[config.mk]
export PLATFORM = sky130hd
export DESIGN_NAME = tcw_ctrl
export DESIGN_NICKNAME = d
export VERILOG_FILES = /design/src/sv/tcw_pkg.sv /design/src/sv/tcw_ctrl.sv
export SDC_FILE = /design/constraint.sdc
export NUM_CORES = 1
export LEC_CHECK = 0
export BUFFER_PORTS_ARGS = -buffer_cell sky130_fd_sc_hd__buf_2
export CELL_PAD_IN_SITES_DETAIL_PLACEMENT = 0
export CELL_PAD_IN_SITES_GLOBAL_PLACEMENT = 1
export CORE_ASPECT_RATIO = 1.5
export CORE_MARGIN = 1
export CORE_UTILIZATION = 45
export DETAILED_ROUTE_END_ITERATION = 12
export PLACE_DENSITY_LB_ADDON = 0.1
export SLEW_MARGIN = 40
export SYNTH_ARGS = -nofsm -noshare
export SYNTH_HDL_FRONTEND = slang
export SYNTH_SLANG_ARGS = --single-unit
export TNS_END_PERCENT = 20
[constraint.sdc]
create_clock -name clk -period 13.8 [get_ports clk]
set_input_delay 2.76 -clock clk [delete_from_list [all_inputs] [get_ports clk]]
set_output_delay 2.76 -clock clk [all_outputs]
set_load 0.01 [all_outputs]
[src/sv/tcw_pkg.sv]
// shared constants, operation codes and result type for the text console writer
package tcw_pkg;

	localparam int COLUMNS_DEF = 80;
	localparam int ROWS_DEF    = 25;

	localparam int OP_W     = 3;
	localparam int CHAR_W   = 8;
	localparam int ATTR_W   = 8;
	localparam int POS_W    = 11;
	localparam int CELL_W   = CHAR_W + ATTR_W;

	localparam logic [OP_W-1:0] OP_PUT_CHAR   = 3'd0;
	localparam logic [OP_W-1:0] OP_NEWLINE    = 3'd1;
	localparam logic [OP_W-1:0] OP_CLEAR      = 3'd2;
	localparam logic [OP_W-1:0] OP_SET_CURSOR = 3'd3;
	localparam logic [OP_W-1:0] OP_READ_CELL  = 3'd4;

	localparam logic [CHAR_W-1:0] BLANK_CHAR   = 8'h20;
	localparam logic [CHAR_W-1:0] NEWLINE_CHAR = 8'h0a;
	localparam logic [ATTR_W-1:0] RESET_ATTR   = 8'h0f;

	typedef struct packed {
		logic              done;
		logic [POS_W-1:0]  cursor_cell;
		logic [CHAR_W-1:0] read_char;
		logic [ATTR_W-1:0] read_attr;
	} res_t;

endpackage

[src/sv/tcw_ctrl.sv]
// command sequencer: cursor, attribute, scroll and clear sweeps, memory access
module tcw_ctrl import tcw_pkg::*; #(
	parameter int COLUMNS = COLUMNS_DEF,
	parameter int ROWS    = ROWS_DEF,
	parameter int ADDR_W  = $clog2(COLUMNS * ROWS)
) (
	input  logic              clk,
	input  logic              arst_n,
	input  logic              start,
	output logic              busy,
	input  logic [OP_W-1:0]   op,
	input  logic [CHAR_W-1:0] char_code,
	input  logic [POS_W-1:0]  position,
	input  logic              cfg_valid,
	input  logic [ATTR_W-1:0] cfg_data,
	output res_t              res,
	output logic              mem_we,
	output logic [ADDR_W-1:0] mem_waddr,
	output logic [CELL_W-1:0] mem_wdata,
	output logic [ADDR_W-1:0] mem_raddr,
	input  logic [CELL_W-1:0] mem_rdata
);

	localparam int CELLS   = COLUMNS * ROWS;
	localparam int CUR_W   = $clog2(CELLS + 1);
	localparam int ROW_W   = $clog2(ROWS + 1);
	localparam int NRS_W   = $clog2(CELLS + COLUMNS + 1);
	localparam int DIV_SH  = CUR_W + $clog2(COLUMNS);
	localparam int RECIP_W = DIV_SH + 1;
	localparam int PROD_W  = CUR_W + RECIP_W;

	localparam logic [RECIP_W-1:0] RECIP     = RECIP_W'((2 ** DIV_SH + COLUMNS - 1) / COLUMNS);
	localparam logic [CUR_W-1:0]   CELLS_C   = CUR_W'(CELLS);
	localparam logic [CUR_W-1:0]   LAST_ROW  = CUR_W'(CELLS - COLUMNS);
	localparam logic [ADDR_W-1:0]  LAST_IDX  = ADDR_W'(CELLS - 1);
	localparam logic [ADDR_W-1:0]  COPY_END  = ADDR_W'(CELLS - COLUMNS);
	localparam logic [ROW_W-1:0]   ROWS_C    = ROW_W'(ROWS);
	localparam logic [ROW_W-1:0]   ROWS_M1   = ROW_W'(ROWS - 1);

	localparam logic [2:0] S_IDLE    = 3'd0;
	localparam logic [2:0] S_CLR     = 3'd1;
	localparam logic [2:0] S_SCR     = 3'd2;
	localparam logic [2:0] S_SCR_END = 3'd3;
	localparam logic [2:0] S_NL      = 3'd4;
	localparam logic [2:0] S_PUT     = 3'd5;
	localparam logic [2:0] S_RD      = 3'd6;

	logic [2:0]        state_q;
	logic [ADDR_W-1:0] idx_q;
	logic              init_q;
	logic [CUR_W-1:0]  cursor_q;
	logic [ATTR_W-1:0] attr_q;
	logic              wr_s1;
	res_t              res_q;

	logic [OP_W-1:0]   op_q;
	logic [CHAR_W-1:0] ch_q;
	logic              pos_ok_q;
	logic [ROW_W-1:0]  row_q;
	logic [ADDR_W-1:0] idx_s1;
	logic              blank_s1;

	logic [PROD_W-1:0] row_prod;
	logic [NRS_W-1:0]  nrs;
	logic [CUR_W-1:0]  sat_pos;
	logic [CUR_W-1:0]  cursor_inc;
	logic [CUR_W-1:0]  scr_cursor;
	logic [CELL_W-1:0] blank_cell;

	assign busy       = (state_q != S_IDLE);
	assign res        = res_q;
	assign row_prod   = PROD_W'(cursor_q) * PROD_W'(RECIP);
	assign nrs        = (NRS_W'(row_q) + NRS_W'(1)) * NRS_W'(COLUMNS);
	assign sat_pos    = (32'(position) > 32'(CELLS)) ? CELLS_C : CUR_W'(position);
	assign cursor_inc = cursor_q + CUR_W'(1);
	assign scr_cursor = (op_q == OP_PUT_CHAR || row_q == ROWS_C) ? CELLS_C : LAST_ROW;
	assign blank_cell = {(init_q ? RESET_ATTR : attr_q), BLANK_CHAR};

	// memory port steering
	always_comb begin
		mem_we    = 1'b0;
		mem_waddr = idx_q;
		mem_wdata = blank_cell;
		mem_raddr = (state_q == S_SCR) ? ADDR_W'(idx_q + COLUMNS) : ADDR_W'(position);
		if (wr_s1) begin
			mem_we    = 1'b1;
			mem_waddr = idx_s1;
			mem_wdata = blank_s1 ? blank_cell : mem_rdata;
		end else begin
			case (state_q)
				S_CLR: begin
					mem_we = 1'b1;
				end
				S_PUT: begin
					mem_we    = 1'b1;
					mem_waddr = ADDR_W'(cursor_q);
					mem_wdata = {attr_q, ch_q};
				end
				default: begin
					mem_we = 1'b0;
				end
			endcase
		end
	end

	always_ff @(posedge clk or negedge arst_n) begin
		if (!arst_n) begin
			state_q  <= S_CLR;
			idx_q    <= '0;
			init_q   <= 1'b1;
			cursor_q <= '0;
			attr_q   <= RESET_ATTR;
			wr_s1    <= 1'b0;
			res_q    <= '0;
		end else begin
			res_q.done <= 1'b0;
			wr_s1      <= 1'b0;
			if (cfg_valid) begin
				attr_q <= cfg_data;
			end
			case (state_q)
				S_IDLE: begin
					if (start) begin
						idx_q <= '0;
						case (op)
							OP_PUT_CHAR: begin
								if (cursor_q == CELLS_C) begin
									state_q <= S_SCR;
								end else if (char_code == NEWLINE_CHAR) begin
									state_q <= S_NL;
								end else begin
									state_q <= S_PUT;
								end
							end
							OP_NEWLINE: begin
								state_q <= S_NL;
							end
							OP_CLEAR: begin
								state_q <= S_CLR;
							end
							OP_SET_CURSOR: begin
								cursor_q <= sat_pos;
								res_q    <= '{1'b1, POS_W'(sat_pos), '0, '0};
							end
							OP_READ_CELL: begin
								state_q <= S_RD;
							end
							default: begin
								res_q <= '{1'b1, POS_W'(cursor_q), '0, '0};
							end
						endcase
					end
				end
				S_CLR: begin
					if (idx_q == LAST_IDX) begin
						state_q <= S_IDLE;
						init_q  <= 1'b0;
						if (!init_q) begin
							cursor_q <= '0;
							res_q    <= '{1'b1, '0, '0, '0};
						end
					end else begin
						idx_q <= idx_q + ADDR_W'(1);
					end
				end
				S_SCR: begin
					wr_s1 <= 1'b1;
					if (idx_q == LAST_IDX) begin
						state_q <= S_SCR_END;
					end else begin
						idx_q <= idx_q + ADDR_W'(1);
					end
				end
				S_SCR_END: begin
					if (op_q == OP_PUT_CHAR && ch_q != NEWLINE_CHAR) begin
						cursor_q <= LAST_ROW;
						state_q  <= S_PUT;
					end else begin
						cursor_q <= scr_cursor;
						res_q    <= '{1'b1, POS_W'(scr_cursor), '0, '0};
						state_q  <= S_IDLE;
					end
				end
				S_NL: begin
					if (op_q == OP_NEWLINE && row_q >= ROWS_M1) begin
						state_q <= S_SCR;
					end else begin
						cursor_q <= CUR_W'(nrs);
						res_q    <= '{1'b1, POS_W'(CUR_W'(nrs)), '0, '0};
						state_q  <= S_IDLE;
					end
				end
				S_PUT: begin
					cursor_q <= cursor_inc;
					res_q    <= '{1'b1, POS_W'(cursor_inc), '0, '0};
					state_q  <= S_IDLE;
				end
				S_RD: begin
					res_q.done        <= 1'b1;
					res_q.cursor_cell <= POS_W'(cursor_q);
					res_q.read_char   <= pos_ok_q ? mem_rdata[CHAR_W-1:0] : '0;
					res_q.read_attr   <= pos_ok_q ? mem_rdata[CELL_W-1:CHAR_W] : '0;
					state_q           <= S_IDLE;
				end
				default: begin
					state_q <= S_IDLE;
				end
			endcase
		end
	end

	// payload and pipeline registers
	always_ff @(posedge clk) begin
		row_q    <= row_prod[DIV_SH +: ROW_W];
		idx_s1   <= idx_q;
		blank_s1 <= (idx_q >= COPY_END);
		if (state_q == S_IDLE && start) begin
			op_q     <= op;
			ch_q     <= char_code;
			pos_ok_q <= (32'(position) < 32'(CELLS));
		end
	end

endmodule

Word level (Yosys, flattened, before mapping)

Cells that the tools add are included.

Add/subtract/negate cells: 4
$mul: 2
Order comparisons: 4
Equal/unequal tests: 26
Mux-type cells: 40
Reduce and logical (&&, ||, !) cells: 19

Operators by type and width:

| cell                                                 | count |
|---|---|
| one-hot mux 28 bit (6 select lines)                  | 1 |
| two-way mux 28 bit                                   | 5 |
| two-way mux 11 bit                                   | 11 |
| one-hot mux 28 bit (2 select lines)                  | 1 |
| one-hot mux 11 bit (5 select lines)                  | 1 |
| two-way mux 16 bit                                   | 3 |
| two-way mux 8 bit                                    | 3 |
| multiplier 11 x 12 -> 23 bit (second input constant) | 1 |
| adder 11 x 1 -> 11 bit (second input constant)       | 2 |
| == test 11 bit (second input constant)               | 2 |
| one-hot mux 11 bit (2 select lines)                  | 1 |
| two-way mux 3 bit                                    | 5 |
| one-hot mux 3 bit (5 select lines)                   | 1 |
| two-way mux 7 bit                                    | 2 |
| inequality test 2 bit (second input constant)        | 7 |
| == test 3 x 2 -> 1 bit (second input constant)       | 4 |
| == test 3 bit (second input constant)                | 4 |
| one-hot mux 3 bit (4 select lines)                   | 1 |
| adder 11 x 7 -> 11 bit (second input constant)       | 1 |
| >= comparator 11 bit (second input constant)         | 1 |
| > comparator 11 bit (second input constant)          | 1 |
| < comparator 11 bit (second input constant)          | 1 |
| == test 3 x 1 -> 1 bit (second input constant)       | 3 |
| zero test 3 bit                                      | 3 |
| 23 further kinds                                     | 30 |

Flip-flop bits (word level): 92
Input bits: 50
Output and inout bits: 68
Word-level logic and storage cells: 111

Longest topological paths before layout

Depth in word-level cells: 6
Mapped depth: 17
Depth with buffers taken out: 17

Least setup slack after synthesis

Ideal clock, no wire load.

Path type: input to output
From: input position[5]
To: output mem_raddr[5]
Arrival time: 3.035 ns
Required time: 11.040 ns
Path slack: 8.005 ns
Stages: 1
Buffers on the path: 0
Path through: mux2_2

Word-level cells in the longest chain between the ends: 1

RTL lines:

| item               | RTL line       | RTL |
|---|---|---|
| start, declared    | tcw_ctrl.sv:13 | `input logic [POS_W-1:0] position,` |
| two-way mux 11 bit | tcw_ctrl.sv:84 | `mem_raddr = (state_q == S_SCR) ? ADDR_W'(idx_q + COLUMNS) : ADDR_W'(position);` |
| end, declared      | tcw_ctrl.sv:20 | `output logic [ADDR_W-1:0] mem_raddr,` |

Every way passes these cells.

Worst setup path in the final report

From: input position[6]
To: output mem_raddr[6]

Same word-level chain as after synthesis.

==> impl_metrics.json <==
{
  "status": "finished, final reports clean",
  "avgSynthCellArea_um2": 9.35,
  "cts_max_level": 3,
  "postRouteAntennaNets": 0,
  "hp-start": "res[8]",
  "drt_iter0_drc": 402,
  "antenna_found_initial": 0,
  "viasPerCell": 5.71,
  "cts_hold_buf": 0,
  "grt_first_pass_wirelength_um": 33700,
  "async_reset_ff_share_pct": 68.5,
  "overflow": 0,
  "placed_area_um2": 8010,
  "yosysTopAreaCell": "dfrtp_1",
  "ys_seq_area_share_pct": 31.4,
  "die-area_um2": 16700,
  "clock_latency_ns": 0.35,
  "initial_core_util_pct": 46.4,
  "regArea_um2": 2290,
  "routed_wl_um": 20700,
  "timing.slew.headroom_pct": 49.9,
  "synth-edff-count": 12,
  "cts_buffers": 9,
  "cap_viol_max_count": 0,
  "areaGrowthSynthToFinish_pct": 14.0,
  "holdPathStages": 1,
  "place.gp.congestion": 0.912,
  "first_pass_iters": 5,
  "fmax_mhz": 165,
  "yosysUniqueCellTypes": 73,
  "r2r_end": "row_q[3]",
  "setup_viol": 0,
  "grt_max_degree": 64,
  "final_nets": 1041,
  "synth_top_area_share_pct": 19.6,
  "drive_gt1_share_pct": 20.1,
  "postCtsResizedCells": 0,
  "ys_top_cells_by_count": "inv_1 (93), ha_1 (82), nand2_1 (77)",
  "multi_input_area_um2": 4480,
  "synth_area_um2": 7280,
  "synth_seq_cells": 92,
  "worstSetupStartpointType": "primary input",
  "synthFlopType": "dfrtp_1",
  "cts_buffer_depth": 2,
  "cts.clk_slew.worst_paths_ns": 0.07,
  "worstRegToRegCells": 16,
  "min_period_ns": 6.06,
  "fin_tns_setup_ns": 0,
  "synth_top_family_by_area": "adder cells",
  "postCtsSetupRepairBufs": 0,
  "synthTopCellsByArea": "dfrtp_1 (20%), ha_1 (14%), fa_1 (8.8%), edfxtp_1 (4.9%), inv_1 (4.8%)",
  "dp_hpwl_um": 16500,
  "hold_viol": 0,
  "clock-root-buffer": "clkbuf_16",
  "drcViolationCount": 0,
  "synth_compound_gate_area_share_pct": 17.2,
  "synth_warnings": 0,
  "synthAdderAreaFrac_pct": 22.9,
  "hold_path.class": "reg -> reg",
  "finClkSkew_ns": 0.00811,
  "globalRouteTotalUtil_pct": 26.2,
  "rsz0062_at_grt": "false",
  "yosys.area_share.simple_pct": 14.4,
  "cp_data_required_time_ns": 11.04,
  "cp_max_fo": 4,
  "placed_cells": 1069,
  "syn_inst": 779,
  "crit_path_end_kind": "output pin",
  "min_to": "res[8]",
  "worst_slew_pin_slew_ns": 0.745,
  "wl_per_cell_um": 19.1,
  "post-route-period-util_pct": 43.9,
  "final_cells": 1085,
  "synth_most_common_cell": "inv_1",
  "portBuffers": 117,
  "fillers": 1498,
  "synth_xor_area_share_pct": 3.08,
  "rows": 56,
  "path_class": "in -> out",
  "grt_pass1_vias": 6499,
  "r2r_slack_ns": 8.87,
  "diodes": 0,
  "reg2reg_from": "cursor_q[7]",
  "core_um2": 15700,
  "die_x_um": 106,
  "vias": 6196,
  "final_cell_area_um2": 8300,
  "die_h_um": 158,
  "final-max-slew-violation-count": 0,
  "clock-sinks": 92,
  "synthesis.nets": 943,
  "cp.arrival_ns": 3.30,
  "ioPinCount": 118,
  "synth.area.mux_share_pct": 3.62,
  "cts_tree": "built"
}
==> per-layer routing <==
layer | track usage, % | part of all wire, % | vias to the layer above
li1 | - | - | 2938
met1 | 28.3 | 37 | 3006
met2 | 51.1 | 55 | 204
met3 | 2.96 | 4.0 | 48
met4 | 10.6 | 3.4 | 0
met5 | 0 | 0 | -
==> flip-flops by register name, indices dropped and copies added, names as in the netlist, 5 cells and up <==
register  flops
idx_s1       11
idx_q        11
row_q         5
attr_q        8
cursor_q     11
res          28
ch_q          8
==> critical path: stages <==
cell,delay [ns]
buf_2,0.16
nand2_1,0.09
o21ai_0,0.11
buf_2,0.17
==> cell type report <==
| cell class | count | area share [%] |
|---|---|---|
| Clock buffer | 10 | 2.76 |
| Clock inverter | 6 | 0.678 |
| Inverter | 95 | 4.36 |
| Multi-Input combinational cell | 556 | 54.0 |
| Sequential cell | 92 | 27.5 |
| Tap cell | 203 | 3.06 |
| Timing Repair Buffer | 123 | 7.61 |
==> cells by family after synthesis <==
| kind of cell | count (synthesis) |
|---|---|
| and+or+nand+nor | 207 |
| AOI/OAI and AO/OA | 189 |
| buffers and inverters | 131 |
| adders and majority gates | 114 |
| DFF | 92 |
| xor gates and xnor gates | 24 |
| muxes | 22 |
==> how the worst max path moves through the flow <==
| stage | startpoint | endpoint | slack [ns] |
|---|---|---|---|
| finish | position[6] | mem_raddr[6] | 7.74 |
| global route | position[6] | mem_raddr[6] | 7.73 |
| CTS | position[5] | mem_raddr[5] | 7.75 |
| detailed placement | position[5] | mem_raddr[5] | 7.75 |
| global placement | position[6] | mem_raddr[6] | 7.75 |
| floorplan | position[5] | mem_raddr[5] | 8.00 |
==> metrics by stage <==
stage               utilization (%)  worst slack [ns]  hold WS (ns)
global placement               50.9              7.75         0.478
global route                   52.9              7.73         0.514
CTS                            52.9              7.75         0.505
detailed placement             51.0              7.75         0.486
finish                         52.9              7.74         0.499
floorplan                         -              8.00         0.342
==> layout by cell type (no fill, tap or decap), types with 5 or more instances in the layout <==
cell,n
or4_1,5
nand3_1,17
dfrtp_1,56
a22oi_1,5
ha_1,82
xnor2_1,12
a21o_1,8
buf_2,118
o31ai_1,5
xor2_1,11
a22o_1,21
fa_1,32
mux2_2,11
dfstp_2,6
nor2_1,37
dfxtp_1,17
o21ai_0,56
nand2b_1,8
o22a_1,7
nand4_1,11
or3_1,5
a21oi_1,36
clkbuf_16,9
o211ai_1,8
nor3_1,9
nand2_1,77
or2_2,6
mux2_4,6
edfxtp_1,12
inv_1,93
nand3b_1,6
mux2i_1,5
Power is not shown: default switching activity piles up to over one toggle a cycle in this logic, so the estimate is an artifact.
